**config.mk**
```make
export PLATFORM = sky130hd
export DESIGN_NAME = periodic_task_ready_scheduler_unit_flat
export DESIGN_NICKNAME = d
export VERILOG_FILES = /design/src/design/ptrs_pkg.sv /design/src/design/ptrs_if.sv /design/src/design/periodic_task_ready_scheduler_unit.sv /design/src/design/ptrs_div.sv /design/src/design/ptrs_datapath.sv /design/src/design/ptrs_ctrl.sv /design/src/flat_wrapper.sv
export SDC_FILE = /design/constraint.sdc
export NUM_CORES = 1
export LEC_CHECK = 0
export BUFFER_PORTS_ARGS = -buffer_cell sky130_fd_sc_hd__buf_2
export CAP_MARGIN = 20
export CELL_PAD_IN_SITES_DETAIL_PLACEMENT = 0
export CELL_PAD_IN_SITES_GLOBAL_PLACEMENT = 1
export CORE_MARGIN = 4
export CORE_UTILIZATION = 25
export CTS_CLUSTER_DIAMETER = 80
export CTS_CLUSTER_SIZE = 14
export DETAILED_ROUTE_END_ITERATION = 16
export GPL_TIMING_DRIVEN = 0
export MAX_ROUTING_LAYER = met4
export PLACE_DENSITY = 0.41
export SETUP_SLACK_MARGIN = 0.05
export SLEW_MARGIN = 20
export SYNTH_ARGS = -nofsm -noshare
export SYNTH_HDL_FRONTEND = slang
export SYNTH_SLANG_ARGS = --single-unit
export TNS_END_PERCENT = 20
```
**constraint.sdc**
```tcl
create_clock -name i_clk -period 6.5 [get_ports i_clk]
set_input_delay 1.3 -clock i_clk [delete_from_list [all_inputs] [get_ports i_clk]]
set_output_delay 1.3 -clock i_clk [all_outputs]
set_load 0.02 [all_outputs]
```
**src/design/ptrs_pkg.sv**
```systemverilog
// Shared types and constants for the periodic task ready scheduler.
// Holds the controller/datapath command and status structs and the codes.
// No dependencies; the design files refer to it by scoped names and the bench imports it.
package ptrs_pkg;

    // Table geometry and field widths
    localparam int TASK_SLOTS = 8;
    localparam int IDX_W      = $clog2(TASK_SLOTS);
    localparam int CNT_W      = $clog2(TASK_SLOTS + 1);
    localparam int FIELD_W    = 20;
    localparam int PRIO_W     = 8;
    localparam int KIND_W     = 2;
    localparam int STATUS_W   = 2;

    localparam logic [FIELD_W-1:0] FIELD_MAX    = '1;
    localparam logic [FIELD_W-1:0] PERIOD_RESET = 20'd1000;
    localparam logic [PRIO_W-1:0]  PRIO_NEVER   = 8'hFF;

    // Item kinds; the fourth code is ignored
    typedef enum logic [KIND_W-1:0] {
        KIND_TICK = 2'd0,
        KIND_REG  = 2'd1,
        KIND_DISP = 2'd2
    } t_kind;

    // Result status codes
    typedef enum logic [STATUS_W-1:0] {
        ST_OK    = 2'd0,
        ST_FULL  = 2'd1,
        ST_EMPTY = 2'd2
    } t_status;

    // Source of the result index
    typedef enum logic [1:0] {
        RS_ZERO = 2'd0,
        RS_IDX  = 2'd1,
        RS_SEL  = 2'd2
    } t_res_src;

    // Operand pair fed to the serial divider
    typedef enum logic {
        DS_RATE   = 1'b0,
        DS_PERIOD = 1'b1
    } t_div_src;

    // Controller to datapath
    typedef struct packed {
        logic     load;
        logic     idx_clr;
        logic     idx_inc;
        logic     idx_to_count;
        logic     div_start;
        t_div_src div_src;
        logic     tick_step;
        logic     scan_clr;
        logic     scan_step;
        logic     reg_write;
        logic     ready_clr_sel;
        logic     res_write;
        t_res_src res_src;
        t_status  res_status;
        logic     out_load;
    } t_cmd;

    // Datapath to controller
    typedef struct packed {
        logic [KIND_W-1:0] kind;
        logic              count_zero;
        logic              full;
        logic              rate_zero;
        logic              last;
        logic              div_busy;
        logic              div_done;
        logic              found;
        logic              out_free;
    } t_sts;

endpackage

```
**src/design/ptrs_if.sv**
```systemverilog
// Valid/ready channel interfaces for the scheduler's item input and result output.
// Depends on ptrs_pkg for field widths.
interface ptrs_in_if;
    logic                          valid;
    logic                          ready;
    logic [ptrs_pkg::KIND_W-1:0]   kind;
    logic [ptrs_pkg::PRIO_W-1:0]   task_priority;
    logic [ptrs_pkg::FIELD_W-1:0]  task_rate;

    modport source (output valid, output kind, output task_priority, output task_rate,
                    input ready);
    modport sink   (input valid, input kind, input task_priority, input task_rate,
                    output ready);
endinterface

interface ptrs_out_if;
    logic                          valid;
    logic                          ready;
    logic [ptrs_pkg::IDX_W-1:0]    task_index;
    logic [ptrs_pkg::STATUS_W-1:0] status;

    modport source (output valid, output task_index, output status, input ready);
    modport sink   (input valid, input task_index, input status, output ready);
endinterface

```
**src/design/periodic_task_ready_scheduler_unit.sv**
```systemverilog
// Periodic task ready scheduler: up to eight periodic tasks, one result per item.
// A tick item and a dispatch item both walk the table one entry per cycle, over the N
// registered tasks; either item on an empty table answers without a walk. A register item
// runs two 20-step serial divides (base over frequency, then over the tick period), which
// are skipped for a zero frequency and for a full table. One item is in work at a time;
// the next is taken once the result sits in the output register, and the block stalls
// only if that register is still occupied. tick_period may be written while idle.
module periodic_task_ready_scheduler_unit #(
    parameter int unsigned RATE_BASE = 1000000
) (
    input  logic                         i_clk,
    input  logic                         i_rst_n,
    input  logic                         i_cfg_we,
    input  logic [ptrs_pkg::FIELD_W-1:0] i_cfg_wdata,
    ptrs_in_if.sink                      i_task,
    ptrs_out_if.source                   o_result
);
    ptrs_pkg::t_cmd w_cmd;
    ptrs_pkg::t_sts w_sts;
    logic           w_in_ready;

    assign i_task.ready = w_in_ready;

    // Sequencing
    ptrs_ctrl u_ctrl (
        .i_clk      (i_clk),
        .i_rst_n    (i_rst_n),
        .i_in_valid (i_task.valid),
        .o_in_ready (w_in_ready),
        .i_sts      (w_sts),
        .o_cmd      (w_cmd)
    );

    // Table, arithmetic and result registers
    ptrs_datapath #(
        .RATE_BASE (RATE_BASE)
    ) u_datapath (
        .i_clk           (i_clk),
        .i_rst_n         (i_rst_n),
        .i_cmd           (w_cmd),
        .o_sts           (w_sts),
        .i_cfg_we        (i_cfg_we),
        .i_cfg_wdata     (i_cfg_wdata),
        .i_kind          (i_task.kind),
        .i_task_priority (i_task.task_priority),
        .i_task_rate     (i_task.task_rate),
        .o_out_valid     (o_result.valid),
        .i_out_ready     (o_result.ready),
        .o_task_index    (o_result.task_index),
        .o_status        (o_result.status)
    );

endmodule

```
**src/design/ptrs_div.sv**
```systemverilog
// Serial restoring divider, one quotient bit per cycle.
// Depends on ptrs_pkg for the operand width.
module ptrs_div (
    input  logic                         i_clk,
    input  logic                         i_rst_n,
    input  logic                         i_start,
    input  logic [ptrs_pkg::FIELD_W-1:0] i_dividend,
    input  logic [ptrs_pkg::FIELD_W-1:0] i_divisor,
    output logic                         o_busy,
    output logic                         o_done,
    output logic [ptrs_pkg::FIELD_W-1:0] o_quotient
);
    localparam int W     = ptrs_pkg::FIELD_W;
    localparam int STEPW = $clog2(W);

    logic             r_busy, r_done;
    logic [STEPW-1:0] r_step;
    logic [W-1:0]     r_rem, r_quo, r_dvs;
    logic [W:0]       w_shift, w_dvs_ext;
    logic             w_ge;
    logic [W-1:0]     w_rem_next;

    // Shift in the next dividend bit and try the subtraction
    assign w_shift    = {r_rem, r_quo[W-1]};
    assign w_dvs_ext  = {1'b0, r_dvs};
    assign w_ge       = (w_shift >= w_dvs_ext);
    always_comb begin
        logic [W:0] diff;
        diff       = w_shift - w_dvs_ext;
        w_rem_next = w_ge ? diff[W-1:0] : w_shift[W-1:0];
    end

    // Control: step count, busy and done pulse
    always_ff @(posedge i_clk) begin
        if (!i_rst_n) begin
            r_busy <= 1'b0;
            r_done <= 1'b0;
            r_step <= '0;
        end else begin
            r_done <= 1'b0;
            if (i_start) begin
                r_busy <= 1'b1;
                r_step <= '0;
            end else if (r_busy) begin
                r_step <= r_step + STEPW'(1);
                if (r_step == STEPW'(W - 1)) begin
                    r_busy <= 1'b0;
                    r_done <= 1'b1;
                end
            end
        end
    end

    // Operands: the quotient register holds the dividend as it shifts out
    always_ff @(posedge i_clk) begin
        if (i_start) begin
            r_rem <= '0;
            r_quo <= i_dividend;
            r_dvs <= i_divisor;
        end else if (r_busy) begin
            r_rem <= w_rem_next;
            r_quo <= {r_quo[W-2:0], w_ge};
        end
    end

    assign o_busy     = r_busy;
    assign o_done     = r_done;
    assign o_quotient = r_quo;

    a_done_after_busy: assert property (@(posedge i_clk) disable iff (!i_rst_n)
        r_done |-> $past(r_busy))
        else $error("divider finished without running");

endmodule

```
**src/design/ptrs_datapath.sv**
```systemverilog
// Datapath of the scheduler: task table, tick and dispatch scan, divider and result registers.
// Depends on ptrs_pkg for the command/status structs and on ptrs_div.
module ptrs_datapath #(
    parameter int unsigned RATE_BASE = 1000000
) (
    input  logic                          i_clk,
    input  logic                          i_rst_n,
    input  ptrs_pkg::t_cmd                i_cmd,
    output ptrs_pkg::t_sts                o_sts,
    input  logic                          i_cfg_we,
    input  logic [ptrs_pkg::FIELD_W-1:0]  i_cfg_wdata,
    input  logic [ptrs_pkg::KIND_W-1:0]   i_kind,
    input  logic [ptrs_pkg::PRIO_W-1:0]   i_task_priority,
    input  logic [ptrs_pkg::FIELD_W-1:0]  i_task_rate,
    output logic                          o_out_valid,
    input  logic                          i_out_ready,
    output logic [ptrs_pkg::IDX_W-1:0]    o_task_index,
    output logic [ptrs_pkg::STATUS_W-1:0] o_status
);
    localparam int SLOTS = ptrs_pkg::TASK_SLOTS;
    localparam int IDX_W = ptrs_pkg::IDX_W;
    localparam int CNT_W = ptrs_pkg::CNT_W;
    localparam int FW    = ptrs_pkg::FIELD_W;
    localparam int PW    = ptrs_pkg::PRIO_W;
    localparam logic [FW-1:0] BASE = FW'(RATE_BASE);

    // Configuration and latched item
    logic [FW-1:0]              r_period;
    logic [ptrs_pkg::KIND_W-1:0] r_kind;
    logic [PW-1:0]              r_prio;
    logic [FW-1:0]              r_rate;

    // Task table
    logic [CNT_W-1:0] r_count;
    logic [IDX_W-1:0] r_idx;
    logic [FW-1:0]    r_thr      [SLOTS];
    logic [FW-1:0]    r_cnt      [SLOTS];
    logic [PW-1:0]    r_prio_tab [SLOTS];
    logic [SLOTS-1:0] r_ready;

    // Dispatch scan
    logic [PW-1:0]    r_best;
    logic [IDX_W-1:0] r_sel;
    logic             r_found;

    // Staged and output result
    logic [IDX_W-1:0]              r_res_index;
    logic [ptrs_pkg::STATUS_W-1:0] r_res_status;
    logic                          r_out_valid;
    logic [IDX_W-1:0]              r_out_index;
    logic [ptrs_pkg::STATUS_W-1:0] r_out_status;

    // Divider
    logic [FW-1:0] w_div_dividend, w_div_divisor, w_quo;
    logic          w_div_busy, w_div_done;

    always_comb begin
        unique case (i_cmd.div_src)
            ptrs_pkg::DS_RATE: begin
                w_div_dividend = BASE;
                w_div_divisor  = r_rate;
            end
            ptrs_pkg::DS_PERIOD: begin
                w_div_dividend = w_quo;
                w_div_divisor  = (r_period == '0) ? FW'(1) : r_period;
            end
            default: begin
                w_div_dividend = BASE;
                w_div_divisor  = r_rate;
            end
        endcase
    end

    ptrs_div u_div (
        .i_clk      (i_clk),
        .i_rst_n    (i_rst_n),
        .i_start    (i_cmd.div_start),
        .i_dividend (w_div_dividend),
        .i_divisor  (w_div_divisor),
        .o_busy     (w_div_busy),
        .o_done     (w_div_done),
        .o_quotient (w_quo)
    );

    // Per-entry tick arithmetic at the current index
    logic [FW-1:0]    w_cnt_inc;
    logic             w_hit;
    logic [CNT_W-1:0] w_idx_next;
    logic [FW-1:0]    w_new_thr;

    assign w_cnt_inc  = (r_cnt[r_idx] != ptrs_pkg::FIELD_MAX) ? r_cnt[r_idx] + FW'(1)
                                                               : r_cnt[r_idx];
    assign w_hit      = (r_thr[r_idx] != ptrs_pkg::FIELD_MAX) && (w_cnt_inc >= r_thr[r_idx]);
    assign w_idx_next = CNT_W'(r_idx) + CNT_W'(1);
    assign w_new_thr  = (r_rate == '0) ? ptrs_pkg::FIELD_MAX : w_quo;

    // Configuration register
    always_ff @(posedge i_clk) begin
        if (!i_rst_n) begin
            r_period <= ptrs_pkg::PERIOD_RESET;
        end else if (i_cfg_we) begin
            r_period <= i_cfg_wdata;
        end
    end

    // Capture the accepted transaction
    always_ff @(posedge i_clk) begin
        if (i_cmd.load) begin
            r_kind <= i_kind;
            r_prio <= i_task_priority;
            r_rate <= i_task_rate;
        end
    end

    // Task count and walking index
    always_ff @(posedge i_clk) begin
        if (!i_rst_n) begin
            r_count <= '0;
            r_idx   <= '0;
        end else begin
            if (i_cmd.reg_write) begin
                r_count <= r_count + CNT_W'(1);
            end
            if (i_cmd.idx_clr) begin
                r_idx <= '0;
            end else if (i_cmd.idx_inc) begin
                r_idx <= w_idx_next[IDX_W-1:0];
            end else if (i_cmd.idx_to_count) begin
                r_idx <= r_count[IDX_W-1:0];
            end
        end
    end

    // Table entries: registration and tick update at the index
    always_ff @(posedge i_clk) begin
        if (i_cmd.reg_write) begin
            r_thr[r_idx]      <= w_new_thr;
            r_cnt[r_idx]      <= '0;
            r_prio_tab[r_idx] <= r_prio;
        end else if (i_cmd.tick_step) begin
            r_cnt[r_idx] <= w_hit ? '0 : w_cnt_inc;
        end
    end

    // Ready flags: clear at registration, set on a hit, drop the dispatched one
    always_ff @(posedge i_clk) begin
        if (i_cmd.reg_write) begin
            r_ready[r_idx] <= 1'b0;
        end else if (i_cmd.tick_step && w_hit) begin
            r_ready[r_idx] <= 1'b1;
        end else if (i_cmd.ready_clr_sel) begin
            r_ready[r_sel] <= 1'b0;
        end
    end

    // Dispatch scan: keep the most urgent ready entry, first one on ties
    always_ff @(posedge i_clk) begin
        if (!i_rst_n) begin
            r_found <= 1'b0;
            r_best  <= ptrs_pkg::PRIO_NEVER;
            r_sel   <= '0;
        end else if (i_cmd.scan_clr) begin
            r_found <= 1'b0;
            r_best  <= ptrs_pkg::PRIO_NEVER;
            r_sel   <= '0;
        end else if (i_cmd.scan_step && r_ready[r_idx] && (r_prio_tab[r_idx] < r_best)) begin
            r_found <= 1'b1;
            r_best  <= r_prio_tab[r_idx];
            r_sel   <= r_idx;
        end
    end

    // Stage the result
    always_ff @(posedge i_clk) begin
        if (i_cmd.res_write) begin
            r_res_status <= i_cmd.res_status;
            case (i_cmd.res_src)
                ptrs_pkg::RS_IDX: r_res_index <= r_idx;
                ptrs_pkg::RS_SEL: r_res_index <= r_sel;
                default:          r_res_index <= '0;
            endcase
        end
    end

    // Output register: hold until the transaction is taken
    always_ff @(posedge i_clk) begin
        if (!i_rst_n) begin
            r_out_valid <= 1'b0;
        end else if (i_cmd.out_load) begin
            r_out_valid <= 1'b1;
        end else if (i_out_ready) begin
            r_out_valid <= 1'b0;
        end
    end

    always_ff @(posedge i_clk) begin
        if (i_cmd.out_load) begin
            r_out_index  <= r_res_index;
            r_out_status <= r_res_status;
        end
    end

    assign o_out_valid  = r_out_valid;
    assign o_task_index = r_out_index;
    assign o_status     = r_out_status;

    // Status back to the controller
    assign o_sts.kind       = r_kind;
    assign o_sts.count_zero = (r_count == '0);
    assign o_sts.full       = (r_count == CNT_W'(SLOTS));
    assign o_sts.rate_zero  = (r_rate == '0);
    assign o_sts.last       = (w_idx_next == r_count);
    assign o_sts.div_busy   = w_div_busy;
    assign o_sts.div_done   = w_div_done;
    assign o_sts.found      = r_found;
    assign o_sts.out_free   = !r_out_valid || i_out_ready;

    a_count_grows: assert property (@(posedge i_clk) disable iff (!i_rst_n)
        i_cmd.reg_write |=> r_count == $past(r_count) + CNT_W'(1))
        else $error("registration did not advance the task count");

    a_count_bound: assert property (@(posedge i_clk) disable iff (!i_rst_n)
        r_count <= CNT_W'(SLOTS))
        else $error("task count beyond table size");

    a_found_urgent: assert property (@(posedge i_clk) disable iff (!i_rst_n)
        r_found |-> r_best != ptrs_pkg::PRIO_NEVER)
        else $error("dispatch picked a never-run priority");

endmodule

```
**src/design/ptrs_ctrl.sv**
```systemverilog
// Controller state machine of the scheduler: sequences register, tick and dispatch items.
// Depends on ptrs_pkg for the command/status structs and codes.
module ptrs_ctrl (
    input  logic           i_clk,
    input  logic           i_rst_n,
    input  logic           i_in_valid,
    output logic           o_in_ready,
    input  ptrs_pkg::t_sts i_sts,
    output ptrs_pkg::t_cmd o_cmd
);
    typedef enum logic [8:0] {
        S_IDLE  = 9'b000000001,
        S_PREP  = 9'b000000010,
        S_DIV1  = 9'b000000100,
        S_DIV2  = 9'b000001000,
        S_WRITE = 9'b000010000,
        S_TICK  = 9'b000100000,
        S_SCAN  = 9'b001000000,
        S_PICK  = 9'b010000000,
        S_DONE  = 9'b100000000
    } t_state;

    t_state         r_state, n_state;
    ptrs_pkg::t_cmd w_cmd;

    assign o_in_ready = (r_state == S_IDLE);

    // Next state and commands
    always_comb begin
        n_state = r_state;
        w_cmd   = '0;
        unique case (r_state)
            S_IDLE: begin
                if (i_in_valid) begin
                    w_cmd.load = 1'b1;
                    n_state    = S_PREP;
                end
            end
            S_PREP: begin
                unique case (i_sts.kind)
                    ptrs_pkg::KIND_TICK: begin
                        if (i_sts.count_zero) begin
                            w_cmd.res_write = 1'b1;
                            n_state         = S_DONE;
                        end else begin
                            w_cmd.idx_clr = 1'b1;
                            n_state       = S_TICK;
                        end
                    end
                    ptrs_pkg::KIND_REG: begin
                        if (i_sts.full) begin
                            w_cmd.res_write  = 1'b1;
                            w_cmd.res_status = ptrs_pkg::ST_FULL;
                            n_state          = S_DONE;
                        end else begin
                            w_cmd.idx_to_count = 1'b1;
                            if (i_sts.rate_zero) begin
                                n_state = S_WRITE;
                            end else begin
                                w_cmd.div_start = 1'b1;
                                w_cmd.div_src   = ptrs_pkg::DS_RATE;
                                n_state         = S_DIV1;
                            end
                        end
                    end
                    ptrs_pkg::KIND_DISP: begin
                        if (i_sts.count_zero) begin
                            w_cmd.res_write  = 1'b1;
                            w_cmd.res_status = ptrs_pkg::ST_EMPTY;
                            n_state          = S_DONE;
                        end else begin
                            w_cmd.idx_clr  = 1'b1;
                            w_cmd.scan_clr = 1'b1;
                            n_state        = S_SCAN;
                        end
                    end
                    default: begin
                        w_cmd.res_write = 1'b1;
                        n_state         = S_DONE;
                    end
                endcase
            end
            S_DIV1: begin
                if (i_sts.div_done) begin
                    w_cmd.div_start = 1'b1;
                    w_cmd.div_src   = ptrs_pkg::DS_PERIOD;
                    n_state         = S_DIV2;
                end
            end
            S_DIV2: begin
                w_cmd.div_src = ptrs_pkg::DS_PERIOD;
                if (i_sts.div_done) begin
                    n_state = S_WRITE;
                end
            end
            S_WRITE: begin
                w_cmd.reg_write = 1'b1;
                w_cmd.res_write = 1'b1;
                w_cmd.res_src   = ptrs_pkg::RS_IDX;
                n_state         = S_DONE;
            end
            S_TICK: begin
                w_cmd.tick_step = 1'b1;
                if (i_sts.last) begin
                    w_cmd.res_write = 1'b1;
                    n_state         = S_DONE;
                end else begin
                    w_cmd.idx_inc = 1'b1;
                end
            end
            S_SCAN: begin
                w_cmd.scan_step = 1'b1;
                if (i_sts.last) begin
                    n_state = S_PICK;
                end else begin
                    w_cmd.idx_inc = 1'b1;
                end
            end
            S_PICK: begin
                w_cmd.res_write = 1'b1;
                if (i_sts.found) begin
                    w_cmd.ready_clr_sel = 1'b1;
                    w_cmd.res_src       = ptrs_pkg::RS_SEL;
                end else begin
                    w_cmd.res_status = ptrs_pkg::ST_EMPTY;
                end
                n_state = S_DONE;
            end
            S_DONE: begin
                if (i_sts.out_free) begin
                    w_cmd.out_load = 1'b1;
                    n_state        = S_IDLE;
                end
            end
            default: begin
                n_state = S_IDLE;
            end
        endcase
    end

    always_ff @(posedge i_clk) begin
        if (!i_rst_n) begin
            r_state <= S_IDLE;
        end else begin
            r_state <= n_state;
        end
    end

    assign o_cmd = w_cmd;

    a_load_when_free: assert property (@(posedge i_clk) disable iff (!i_rst_n)
        o_cmd.out_load |-> i_sts.out_free)
        else $error("result loaded over an untaken transaction");

    a_start_when_idle: assert property (@(posedge i_clk) disable iff (!i_rst_n)
        o_cmd.div_start |-> !i_sts.div_busy)
        else $error("divider restarted while busy");

endmodule

```
**src/flat_wrapper.sv**
```systemverilog
// flat-port wrapper written by rule: the top's interface ports become plain ports
module periodic_task_ready_scheduler_unit_flat 
#(
    parameter int unsigned RATE_BASE = 1000000
)
  (i_clk, i_rst_n, i_cfg_we, i_cfg_wdata, i_task_valid, i_task_kind, i_task_task_priority, i_task_task_rate, i_task_ready, o_result_valid, o_result_task_index, o_result_status, o_result_ready);
  ptrs_in_if i_task_i ();
  ptrs_out_if o_result_i ();
  input  logic i_clk;
  input  logic i_rst_n;
  input  logic i_cfg_we;
  input  logic [ptrs_pkg::FIELD_W-1:0] i_cfg_wdata;
  input wire logic [$bits(i_task_i.valid)-1:0] i_task_valid;
  input wire logic [$bits(i_task_i.kind)-1:0] i_task_kind;
  input wire logic [$bits(i_task_i.task_priority)-1:0] i_task_task_priority;
  input wire logic [$bits(i_task_i.task_rate)-1:0] i_task_task_rate;
  output wire logic [$bits(i_task_i.ready)-1:0] i_task_ready;
  output wire logic [$bits(o_result_i.valid)-1:0] o_result_valid;
  output wire logic [$bits(o_result_i.task_index)-1:0] o_result_task_index;
  output wire logic [$bits(o_result_i.status)-1:0] o_result_status;
  input wire logic [$bits(o_result_i.ready)-1:0] o_result_ready;
  assign i_task_i.valid = i_task_valid;
  assign i_task_i.kind = i_task_kind;
  assign i_task_i.task_priority = i_task_task_priority;
  assign i_task_i.task_rate = i_task_task_rate;
  assign i_task_ready = i_task_i.ready;
  assign o_result_valid = o_result_i.valid;
  assign o_result_task_index = o_result_i.task_index;
  assign o_result_status = o_result_i.status;
  assign o_result_i.ready = o_result_ready;
  periodic_task_ready_scheduler_unit #(.RATE_BASE(RATE_BASE)) u_core (.i_clk(i_clk), .i_rst_n(i_rst_n), .i_cfg_we(i_cfg_we), .i_cfg_wdata(i_cfg_wdata), .i_task(i_task_i), .o_result(o_result_i));
endmodule
```
* Word level (Yosys, flattened, before mapping) *
Memories as Yosys holds them, arrays and structs flattened. A register that Yosys moved wholly into a read port is not among the register bits.
Cells that the tools add are included.

cells by class
  $add $sub $neg = 5
  magnitude comparators = 7
  eq/ne operators = 25
  multiplexer cells = 86
  bitwise operators = 9
  reductions and logical operators = 25

operators by type and width
  kind                                                                   number
  20-bit 2-to-1 mux                                                      9
  9-bit 2-to-1 mux                                                       9
  9-bit case mux with 8 select lines                                     1
  20-bit logical NOT                                                     2
  20-bit inequality test, second input constant                          2
  20-bit case mux with 2 select lines                                    1
  1-bit 2-to-1 mux                                                       35
  3-bit 2-to-1 mux                                                       10
  9-bit case mux with 3 select lines                                     1
  8-bit 2-to-1 mux                                                       3
  21-bit by 20-bit greater-or-equal comparator with 1-bit output         1
  20-bit by 1-bit adder with 20-bit output, second input constant        1
  20-bit greater-or-equal comparator                                     1
  20-bit subtractor                                                      1
  8-bit AND                                                              2
  8-bit NOT                                                              2
  2-bit inequality test, second input constant                           7
  2-bit case mux with 2 select lines                                     3
  2-bit OR reduction                                                     6
  2-bit 2-to-1 mux                                                       5
  9-bit by 1-bit equality test with 1-bit output, second input constant  1
  9-bit by 2-bit equality test with 1-bit output, second input constant  1
  9-bit by 3-bit equality test with 1-bit output, second input constant  1
  9-bit by 4-bit equality test with 1-bit output, second input constant  1
  35 further kinds                                                       51

storage, ports and cells
  register bits after elaboration = 164
  bits in writable memories = 384
  input bits = 55
  output and inout bits = 7
  word-level logic and storage cells = 182
  memories kept = 3

memory list
  name                          depth  width  rd ports  clocked after Yosys merged registers in  write ports  RTL line             text
  u_core.u_datapath.r_cnt       8      20     1         1                                        1            ptrs_datapath.sv:37  logic [FW-1:0] r_cnt [SLOTS];
  u_core.u_datapath.r_thr       8      20     1         1                                        1            ptrs_datapath.sv:36  logic [FW-1:0] r_thr [SLOTS];
  u_core.u_datapath.r_prio_tab  8      8      1         1                                        1            ptrs_datapath.sv:38  logic [PW-1:0] r_prio_tab [SLOTS];

* Logic depth before layout (Yosys ltp) *
Gate-level depths: netlist of the first run.

  depth after elaboration = 9
  mapped depth = 22
  depth with buffers taken out = 18

* Cells and area by module *
A second synthesis of the first run with hierarchy kept.

unflattened totals
  cells, all modules = 1605
  area, all modules = 24994.0 um^2

modules (own cells, without submodules)
  module         times used  cells each  area an instance (um^2)  sequential area each (um^2)
  ptrs_datapath  1           1118        20293.2                  13833.3
  ptrs_div       1           363         3748.6                   1741.7
  ptrs_ctrl      1           124         952.2                    180.2

* Worst setup path after synthesis of the first run *
Ideal clock, no wire load.

  kind = register to register
  start = register with a tool-made name
  end = memory u_core.u_datapath.r_cnt[0][8] (netlist bit) (data pin)
  library setup time = 211 ps
  arrival = 4426 ps
  required time = 6289 ps
  slack = 1863 ps
  stages on the path, launching flop included = 21
  buffers on the path = 3
  clock period less this slack = 4637 ps
  cell sequence = dfxtp_1 > buf_6 > buf_8 > mux4_2 > mux2i_1 > inv_2 > ha_1 > nand3b_2 > nor3_2 > or3_4 > or3_1 > xor2_1 > ha_1 > a21oi_1 > o21ai_0 > a221o_1 > a31oi_1 > or2_1 > buf_2 > nand2_1 > nor2b_1

RTL lines
  what       RTL line
  to (decl)  ptrs_datapath.sv:37

==> impl_results.md, run 1 <==
* RSZ-0062 raised after global routing: false
* Layout area overhead at 16.3%
* Internal power at 5710 µW
* Post-route cell area at 27900 µm²
* FP Rows at 113
* Static Leak at 0.00992 µW
* Sw Pwr at 1870 µW
* R2R cell count at 20
* Combinational power share at 10.5%
* Antenna-violating nets left at 0
* Setup TNS at 0 ns
* PnR worst setup slack at 0.535 ns
* Max-slew violation count at 0
* Initial antenna violation count at 3
* Total of warnings raised by yosys at 0
* Largest net degree at the start of global routing at 30
* Overall power at 7580 µW
* CP bufs+invs at 6
* First-pass GRT wire length at 98.7 mm
* DP Wirelength at 46.8 mm
* Die Height at 318 µm
* Crit-path leading delay family: simple AND/OR/NAND/NOR gates
* DP Area at 26500 µm²
* Post-synth top cells: 472 x edfxtp_1, 95 x nand2_1, 84 x mux2i_1
* Crit path time final at 5.97 ns
* CP Launch Type: register
* FF-to-FF setup slack at 0.53 ns
* Worst EP arrival at 6.34 ns
* Core box area at 95200 µm²
* Clock Power Share at 36.8%
* Total Routing Usage GR at 13.5%
* Residual DRC count at 0
* Register area share after synthesis at 65.6%
* Net count, final at 1789
* Final setup viols at 0
* Post-Syn Instances at 1542
* Slowest CP cell: nor3_2
* Post-Synth XOR/XNOR Area at 1.46%
* Maximum clock insertion buffer count at 3
* Synth area leader: edfxtp_1
* Slew Limit Headroom at 27.7%
* GRT overflow at 0
* Fillcell total at 9501
* Crit path kind: register to register
* Skew-Pair Late Insertion Delay at 0.60 ns
* Hold Path Class: register to register
* Period utilization at 91.8%
* Num ports at 62
* Via density at 4.49
* Root Buffer: clkbuf_16
* Worst-path clk slew at 0.07 ns
* CTS Buf Count at 50
* Vias post-DR at 13300
* Clk sink count at 551
* Routed WL per cell at 22.5 µm
* Simple-gate share of the synthesized area at 8.68%
* End point of the critical path: u_core.u_datapath.r_cnt[3][14]
* GPL Wtd Cong at 0.732
* Critical path's largest stage delay at 0.57 ns
* Fraction of registers with async set/reset at 0%
* EDFF count, synth at 472
* FF-to-FF End: u_core.u_datapath.r_cnt[3][14]
* Clk_skew at 0.0335 ns
* Final Hold Vio Count at 0
* Worst Tran Pin Value at 1.07 ns
* Total setup buffers inserted after CTS at 0
* Starting Density at 25.2%
* Synth top area share at 59.0%
* Fmax at 168 MHz
* Number of synthesized register bits at 551
* Count leader, synth: edfxtp_1
* Max Cap Viol at 0
* Hold slack at 0.411 ns
* Synthesized net count at 1657
* Critical Path, Cell by Cell: buf_2 -> buf_2 -> buf_4 -> mux2i_1 -> inv_2 -> ha_1 -> nand3b_2 -> nor3_2 -> or3_4 -> nor3_1 -> xnor2_1 -> ha_1 -> nand3_1 -> o21ai_0 -> a221o_1 -> a31oi_2 -> or2_1 -> buf_2 -> buf_2 -> and3_1
* Syn Area/Cell at 15.6 µm²
* Status: complete, no violations
* Adder-Cell Fraction of Synth Area at 3.16%
* Number of global-route vias before repair at 14200
* Largest family of logic cells by synthesized area: multiplexers
* Die footprint at 101000 µm²
* Leading cell types by total area after synthesis: edfxtp_1 59%, mux4_2 7.6%, dfxtp_1 6.6%
* Synth unique cells at 78
* Primary FF master, synth: edfxtp_1
* Pwr Density at 271 nW/µm²
* CP most frequent cell: buf_2
* Data required time of the worst path at 6.87 ns
* Portion of netlist area occupied by mux cells at 14.0%
* Crit-path max FO at 10
* Pre-CTS worst setup slack at 0.106 ns
* Sw frac at 24.7%
* DRT Wirelength at 66.9 mm
* Share of cells above drive strength 1 at 20.3%
* CTS H-tree depth at 2
* Synth Area in Compound Gates at 4.65%
* PortBufs at 60
* Router iterations before antenna repair at 5
* Worst IR Drop VDD at 163 µV
* Sequential share of power at 52.7%
* CP Capture Type: register
* Initial DRC Count at 782
* Crit path depth at 20
* CTS tree: yes
* Netlist Area Pre-Place at 24000 µm²
* Die W at 318 µm
==> power groups by stage <==
stage / Combinational, µW / Clock [µW] / Sequential [µW]
final: 799 / 2790 / 3990
after global routing: 906 / 3070 / 4000
after CTS: 813 / 2920 / 3990
after detailed placement: 806 / 0 / 4070
after global placement: 805 / 0 / 4070
after floorplan: 614 / 0 / 4040
==> layer usage <==
layer	vias to the layer above	global-route usage [%]	routed length, µm
met1	6845	17.3	30400
met4	0	2.69	1110
met5	-	-	0
met3	77	2.07	2040
li1	6232	-	-
met2	174	22.8	33300
==> stage by stage <==
step / cells / utilization, %
final: 2970 / 29.4
after global routing: 2970 / 29.4
after CTS: 2967 / 29.4
after detailed placement: 2887 / 27.8
after global placement: 2867 / 27.2
after floorplan: 1542 / -
==> registers in the layout, summed over array words and instances (netlist names), 9 cells and up, named ones only <==
signal	flops
u_core.u_datapath.r_cnt	160
u_core.u_datapath.u_div.r_dvs	20
u_core.u_ctrl.r_state	9
u_core.u_datapath.r_rate	20
u_core.u_datapath.r_period	20
u_core.u_datapath.r_thr	160
u_core.u_datapath.u_div.o_quotient	20
u_core.u_datapath.r_prio_tab	64
u_core.u_datapath.u_div.r_rem	20
==> what timing repair did <==
action / CTS / global route
endpoints found under the setup margin: 0 / 96
hold buffers: 0 / 0
resized for setup: 0 / 2
==> final cells by class <==
cell class,count,area [µm²],area share (%)
flip-flops and latches,551,15800,56.4
multi-input cells,875,7800,27.9
well taps,1265,1580,5.66
clock buffers,65,1330,4.75
repair buffers,80,748,2.68
plain buffers,64,410,1.47
inverters,52,195,0.698
clock inverters,15,116,0.416
diodes,3,7.51,0.0269
==> logic make-up (layout without fill, tap and decap cells) <==
logic type                 Yosys count  count (layout)
DFF                                551             551
and+or+nand+nor                    399             399
muxes                              206             206
AOI/OAI and AO/OA                  170             170
buffers and inverters              116             276
adders and majority gates           60              60
xor gates and xnor gates            40              40
other                                0               3
==> worst min path at each step <==
stage | from | endpoint | slack [ns] | cells past startpoint
2_1_floorplan | u_core.u_datapath.r_res_status[0] | u_core.u_datapath.o_status[0] | 0.40 | 0
3_3_place_gp | u_core.u_datapath.r_res_status[1] | u_core.u_datapath.o_status[1] | 0.41 | 0
3_5_place_dp | u_core.u_datapath.r_res_status[1] | u_core.u_datapath.o_status[1] | 0.41 | 0
4_1_cts | u_core.u_datapath.r_res_status[1] | u_core.u_datapath.o_status[1] | 0.42 | 0
5_1_grt | u_core.u_datapath.r_res_status[1] | u_core.u_datapath.o_status[1] | 0.42 | 0
6_report | u_core.u_datapath.r_res_status[1] | u_core.u_datapath.o_status[1] | 0.41 | 0
==> cell usage in the layout, fill, tap and decap left out, types with 20 or more instances in the layout <==
cell type and count:
a211oi_1 21, mux4_2 81, a21oi_1 48, and2_1 20, or2_2 24, clkbuf_16 51
and3_1 23, clkbuf_1 43, nand3_1 27, xnor2_1 21, edfxtp_1 472, nor2_1 63
o21ai_0 27, nor2b_1 26, dfxtp_1 79, nand2_1 95, mux2i_1 84, buf_2 74
mux2_2 22, ha_1 59, inv_1 48
Power figures use the tool's default switching activity.
==> inputs of run 2 (changes only) <==
--- a/config.mk
+++ b/config.mk
@@ -16,9 +16,8 @@
 export DETAILED_ROUTE_END_ITERATION = 16
 export GPL_TIMING_DRIVEN = 0
 export MAX_ROUTING_LAYER = met4
-export PLACE_DENSITY = 0.41
+export PLACE_DENSITY = 0.43
 export SETUP_SLACK_MARGIN = 0.05
-export SLEW_MARGIN = 20
 export SYNTH_ARGS = -nofsm -noshare
 export SYNTH_HDL_FRONTEND = slang
 export SYNTH_SLANG_ARGS = --single-unit
==> constraint.sdc (replaced) <==
create_clock -name i_clk -period 5.04 [get_ports i_clk]
set_input_delay 1.008 -clock i_clk [delete_from_list [all_inputs] [get_ports i_clk]]
set_output_delay 1.008 -clock i_clk [all_outputs]
set_load 0.02 [all_outputs]
==> run 2 against run 1 <==
The flow now finishes with violations (negative setup slack). Routed wire length down 0.15%. Sequential power up 29%. Clock skew increased by 0.0057 ns. Utilization rose by 0.72 points. Setup slack got worse by 0.55 ns. Clock power grew 27%. Critical endpoint is now u_core.u_datapath.r_ready[7]. Largest cell class unchanged.
==> impl_results.md, run 2 (synthesized netlist as in run 1, its figures left out) <==
* Hold Path Class: register to register
* Slowest CP cell: mux4_2
* Router iterations before antenna repair at 5 (unchanged)
* PnR worst setup slack at -0.0130 ns (-0.548 ns)
* Residual DRC count at 0 (unchanged)
* Skew-Pair Late Insertion Delay at 0.60 ns (about the same)
* Num ports at 62 (unchanged)
* Die W at 318 µm (unchanged)
* Max Cap Viol at 0 (unchanged)
* PortBufs at 60 (unchanged)
* Worst Tran Pin Value at 1.05 ns (-0.0164 ns)
* Layout area overhead at 19.2%
* Root Buffer: clkbuf_16
* CTS H-tree depth at 2 (unchanged)
* CTS tree: yes
* Total Routing Usage GR at 13.4% (-0.059 points)
* Clk_skew at 0.0392 ns (+0.00566 ns)
* Die Height at 318 µm (unchanged)
* RSZ-0062 raised after global routing: true
* WL met1 at 31.4 mm (+3.3%)
* CTS Buf Count at 48 (-4.0%)
* Post-route cell area at 28600 µm² (+2.5%)
* Largest net degree at the start of global routing at 30 (unchanged)
* Hold_sp: u_core.u_datapath.r_res_index[2]
* Clk sink count at 551 (unchanged)
* Routed WL per cell at 22.2 µm (-1.2%)
* Antenna-violating nets left at 0 (unchanged)
* Slew Limit Headroom at 29.4% (+1.6 points)
* Worst EP arrival at 5.38 ns (-0.96 ns)
* Critical Path, Cell by Cell: buf_12 -> buf_12 -> mux4_2 -> mux2i_4 -> inv_2 -> ha_4 -> nand3b_4 -> nor3_4 -> buf_4 -> or3_4 -> or3_4 -> xor2_4 -> ha_4 -> a21oi_2 -> o21ai_1 -> a221o_1 -> a31oi_4 -> buf_6 -> nor3_4 -> buf_12 -> nor3b_4 -> buf_6 -> a311oi_2
* Vias post-DR at 13500 (+1.0%)
* Routed wire length on met2 at 32.3 mm (-2.9%)
* Failing checks: negative setup slack
* Initial DRC Count at 748 (-4.3%)
* GRT overflow at 0 (unchanged)
* Share of cells above drive strength 1 at 24.6% (+4.3 points)
* CP Capture Type: register
* Highest Signal Layer: met4
* Commonest non-fill, non-tap cell in the layout: edfxtp_1
* Crit-path leading delay family: simple AND/OR/NAND/NOR gates
* CP Launch Type: register
* Initial antenna violation count at 4 (+1)
* Crit-path max FO at 7 (-3)
* Die footprint at 101000 µm² (unchanged)
* DRT Wirelength at 66.8 mm (-0.15%)
* FP Rows at 113 (unchanged)
* GPL Wtd Cong at 0.764 (+4.3%)
* Fmax at 198 MHz (+18%)
* Starting Density at 25.2% (unchanged)
* Core box area at 95200 µm² (unchanged)
* Crit path kind: register to register
* Net count, final at 1822 (+1.8%)
* Crit path time final at 5.05 ns (-0.912 ns)
* DP Wirelength at 46.5 mm (-0.54%)
* Period utilization at 100% (+8.5 points)
* Highest-count cells in the layout ignoring fill and taps: 472 x edfxtp_1, 94 x nand2_1, 83 x mux4_2
* Top Registers: u_core.u_datapath.r_cnt: 160 flops, u_core.u_datapath.r_thr: 160 flops, u_core.u_datapath.r_prio_tab: 64 flops
* Met3 wire len at 1.80 mm (-11%)
* Worst-path clk slew at 0.07 ns (about the same)
* Cells after DPL at 2885 (-0.069%)
* DP Area at 26400 µm² (-0.38%)
* Pre-CTS worst setup slack at -1.60 ns (-1.71 ns)
* First-pass GRT wire length at 98.9 mm (+0.27%)
* Data required time of the worst path at 5.37 ns (-1.50 ns)
* Status: finished with violations
* Final cell count without fillers at 3002 (+1.1%)
* Static Leak at 0.0101 µW (+1.8%)
* Critical path's largest stage delay at 0.53 ns (-0.04 ns)
* CP bufs+invs at 7 (+1)
* Via density at 4.48 (about the same)
* Final setup viols at 1 (+1)
* Pwr Density at 339 nW/µm² (+25%)
* Worst IR Drop VDD at 215 µV (+32%)
* Final Hold Vio Count at 0 (unchanged)
* Number of global-route vias before repair at 14600 (+2.3%)
* CP most frequent cell: buf_12
* Maximum clock insertion buffer count at 3 (unchanged)
* Max-slew violation count at 0 (unchanged)
-- run 2: changes by cell type in the layout (fill, tap and decap cells not counted), moves of 5 or more --
cell,delta
mux2i_1,-8
mux2i_4,+8
buf_6,+8
buf_4,+28
buf_12,+14
and3_4,+7
buf_16,-6
buf_2,-9
and3_2,+5
and3_1,-12
-- run 2: layout make-up --
cell class	count	area [µm²]
fillers	9450	66500
flip-flops and latches	551	15800
multi-input cells	875	8150
well taps	1265	1580
clock buffers	65	1290
repair buffers	115	1040
plain buffers	64	504
inverters	52	198
clock inverters	10	109
diodes	5	12.5
-- run 2: power breakdown --
group	leakage (µW)	switching, µW	internal [µW]	total [µW]
Combinational	0.00411	570	453	1020
Clock	0.000674	1690	1840	3530
Sequential	0.00531	105	5040	5150
-- run 2: metal layers --
layer  up-vias  global-route usage, %
met3        76                   1.81
met4         0                   2.79
met2       180                   22.2
li1       6294                      -
met5         -                      -
met1      6912                   17.8
-- run 2: final timing paths --
kind              cells past startpoint                           endpoint  slack (ns)
setup / recovery                     23       u_core.u_datapath.r_ready[7]       -0.01
hold / removal                        0  u_core.u_datapath.o_task_index[2]        0.43
setup reg to reg                     23       u_core.u_datapath.r_ready[7]       -0.01
hold reg to reg                       0  u_core.u_datapath.o_task_index[2]        0.43
-- run 2: stage by stage --
step	hold slack (ns)	total power, µW	setup TNS (ns)	utilization (%)
2_1_floorplan	0.400	6000	0	-
3_3_place_gp	0.403	6280	-363.66	27.2
3_5_place_dp	0.412	6290	-224.61	27.7
4_1_cts	0.429	9870	0	29.8
5_1_grt	0.440	10200	-1.44	30.1
6_report	0.427	9700	-0.0130	30.1
-- run 2: repair_timing --
item	CTS	global route
pin swaps	12	12
setup endpoints to repair	176	176
buffers inserted	25	11
gates cloned	1	0
hold buffers	0	0
gates resized for setup	80	35
==> inputs of run 3 (changes only) <==
--- a/config.mk
+++ b/config.mk
@@ -9,6 +9,7 @@
 export CAP_MARGIN = 20
 export CELL_PAD_IN_SITES_DETAIL_PLACEMENT = 0
 export CELL_PAD_IN_SITES_GLOBAL_PLACEMENT = 1
+export CORE_ASPECT_RATIO = 0.9
 export CORE_MARGIN = 4
 export CORE_UTILIZATION = 25
 export CTS_CLUSTER_DIAMETER = 80
==> run 3 against run 2 <==
The run now ends clean. Clock-buffer cell count grew 5. Sequential share of layout area grew 0.63 points. Clock power shrank 3%. Sequential cell count is the same. Global-route usage shrank 0.061 points. Utilization shrank 0.31 points. Cell count shrank 0.93%. Largest power group unchanged. Highest routed layer unchanged.
==> impl_results.md, run 3 (synthesized netlist as in run 1, its figures left out) <==
* Status: complete, no violations
* Post-CTS Hold Buffers at 0 (unchanged)
* Post-route cell area at 28300 µm² (-1.1%)
* Critical Path, Cell by Cell: buf_12 -> buf_12 -> mux4_2 -> mux2i_4 -> inv_2 -> ha_4 -> nand3b_4 -> nor3_4 -> buf_4 -> or3_4 -> or3_4 -> xor2_4 -> ha_4 -> a21oi_2 -> o21ai_2 -> a221o_1 -> a31oi_4 -> buf_12 -> nor3_4 -> buf_12 -> nor3b_4 -> a311oi_1
* Static Leak at 0.0100 µW (-0.95%)
* Fillcell total at 9512 (+0.66%)
* Sequential cell area at 15800 µm² (unchanged)
* Die footprint at 101000 µm² (about the same)
* CP most frequent cell: buf_12
* Met3 wire len at 1.79 mm (-1.0%)
* Number of global-route vias before repair at 14200 (-2.5%)
* GRT overflow at 0 (unchanged)
* RSZ-0062 raised after global routing: true
* Max-slew violation count at 0 (unchanged)
* Maximum clock insertion buffer count at 3 (unchanged)
* Highest Signal Layer: met4
* Layout area overhead at 17.8%
* Worst Tran Pin Value at 0.936 ns (-0.116 ns)
* Sequential share of power at 53.7% (+0.6 points)
* Crit-path leading delay family: simple AND/OR/NAND/NOR gates
* CP bufs+invs at 6 (-1)
* Routed WL per cell at 22.1 µm (-0.71%)
* Root Buffer: clkbuf_16
* WL met1 at 31.1 mm (-0.93%)
* Clock Power Share at 35.6% (-0.8 points)
* Setup TNS at 0 ns (+0.0130 ns)
* Sw frac at 24.5% (+0.11 points)
* Crit path kind: register to register
* Slowest CP cell: mux4_2
* Sw Pwr at 2350 µW (-0.52%)
* Antenna-violating nets left at 0 (unchanged)
* Data required time of the worst path at 5.37 ns (about the same)
* Worst-path clk slew at 0.07 ns (about the same)
* Crit path time final at 4.92 ns (-0.138 ns)
* Overall power at 9610 µW (-0.98%)
* Core box area at 95100 µm² (-0.10%)
* DP Wirelength at 45.0 mm (-3.2%)
* Residual DRC count at 0 (unchanged)
* Top Registers: u_core.u_datapath.r_cnt: 160 flops, u_core.u_datapath.r_thr: 160 flops, u_core.u_datapath.r_prio_tab: 64 flops
* PortBufs at 60 (unchanged)
* Hold Path Class: register to register
* Critical path's largest stage delay at 0.53 ns (about the same)
* Largest net degree at the start of global routing at 30 (unchanged)
* Clk_skew at 0.0298 ns (-0.00939 ns)
* GPL Wtd Cong at 0.753 (-1.4%)
* CTS tree: yes
* Final Hold Vio Count at 0 (unchanged)
* Skew-Pair Late Insertion Delay at 0.60 ns (about the same)
* Crit-path max FO at 8 (+1)
* FP Rows at 107 (-5.3%)
* Highest-count cells in the layout ignoring fill and taps: 472 x edfxtp_1, 92 x nand2_1, 84 x mux4_2
* Die W at 335 µm (+5.3%)
* CTS Buf Count at 47 (-2.1%)
* First-pass GRT wire length at 96.7 mm (-2.3%)
* Initial antenna violation count at 1 (-3)
* Multi-input logic area at 8120 µm² (-0.29%)
* Combinational power share at 10.7% (about the same)
* Worst IR Drop VDD at 234 µV (+9.0%)
* DP Area at 26200 µm² (-0.59%)
* Commonest non-fill, non-tap cell in the layout: edfxtp_1
* CP Launch Type: register
* Die Height at 302 µm (-5.0%)
* Final setup viols at 0 (-1)
* Net count, final at 1809 (-0.71%)
* Clk sink count at 551 (unchanged)
* Pwr Density at 339 nW/µm² (+0.15%)
* Max Cap Viol at 0 (unchanged)
* CP Capture Type: register
* Slew Limit Headroom at 37.6% (+8.2 points)
* Total Routing Usage GR at 13.4% (-0.061 points)
* CTS H-tree depth at 2 (unchanged)
* Routed wire length on met2 at 31.6 mm (-2.2%)
* Via density at 4.52 (+0.70%)
* Diodes inserted at 0 (-5)
* DRT Wirelength at 65.7 mm (-1.6%)
* Router iterations before antenna repair at 6 (+1)
* Initial DRC Count at 744 (-0.53%)
* Internal power at 7250 µW (-1.1%)
* Fmax at 203 MHz (+2.8%)
* Share of cells above drive strength 1 at 23.6% (-0.95 points)
* Starting Density at 25.3% (+0.026 points)
* Worst EP arrival at 5.24 ns (-0.14 ns)
* Num ports at 62 (unchanged)
* Vias post-DR at 13400 (-0.24%)
* Period utilization at 97.5% (-2.7 points)
==> run 3: changes by cell type in the layout (fill, tap and decap cells not counted), sizes merged <==
cell,delta
buf,-14
bufinv,-1
clkbuf,+8
clkdlybuf4s15,-1
clkinv,-1
diode,-5
inv,-2
==> run 3: area by class of cell <==
cell class | instances | share of cell area (%)
timing repair buffer | 104 | 2.95
clock buffer | 70 | 4.53
clock inverter | 6 | 0.181
multi-input combinational | 875 | 28.7
buffer | 63 | 1.74
sequential | 551 | 55.7
inverter | 52 | 0.698
tap | 1253 | 5.54
==> run 3: final timing paths <==
check,from,end,slack [ns],cells past startpoint
max,register,u_core.u_datapath.r_ready[7],0.12,22
min,u_core.u_datapath.r_res_index[0],u_core.u_datapath.o_task_index[0],0.42,0
max reg2reg,register,u_core.u_datapath.r_ready[7],0.12,22
min reg2reg,u_core.u_datapath.r_res_index[0],u_core.u_datapath.o_task_index[0],0.42,0
==> run 3: stage by stage <==
step	util [%]	std cells	setup WS, ns	hold WS [ns]
2_1_floorplan	-	1542	0.403	0.400
3_3_place_gp	27.2	2855	-0.975	0.403
3_5_place_dp	27.6	2866	-0.977	0.408
4_1_cts	29.5	2960	0.0507	0.419
5_1_grt	29.8	2974	-0.0312	0.429
6_report	29.8	2974	0.125	0.418
==> run 3: layer usage <==
| layer | global-route usage (%) | vias up |
|---|---|---|
| li1 | - | 6246 |
| met1 | 17.8 | 6966 |
| met2 | 22.0 | 153 |
| met3 | 1.79 | 65 |
| met4 | 2.87 | 0 |
| met5 | - | - |
==> run 3: what timing repair did <==
| action | in CTS | in global routing |
|---|---|---|
| cloned | 1 | 1 |
| gates resized for setup | 73 | 31 |
| setup endpoints to repair | 176 | 176 |
| pin swaps | 6 | 5 |
| setup buffers | 17 | 12 |
==> run 3: worst register-to-register path: cells and delay by family (launching register included) <==
kind / cells / cell delay [ns]
AND/OR/NAND/NOR: 6 / 1.28
AO/OA/AOI/OAI: 5 / 0.92
adder cells (fa/ha/maj): 2 / 0.37
buffers and inverters: 6 / 0.81
multiplexers: 2 / 0.73
XOR/XNOR: 1 / 0.18
flip-flops: 1 / 0.34
==> run 3: power groups by stage <==
stage | clock network (µW) | registers [µW] | logic, µW
after floorplan | 0 | 5210 | 791
after global placement | 0 | 5260 | 1040
after global routing | 3760 | 5170 | 1160
after CTS | 3580 | 5150 | 1050
final | 3420 | 5160 | 1030
after detailed placement | 0 | 5250 | 1040
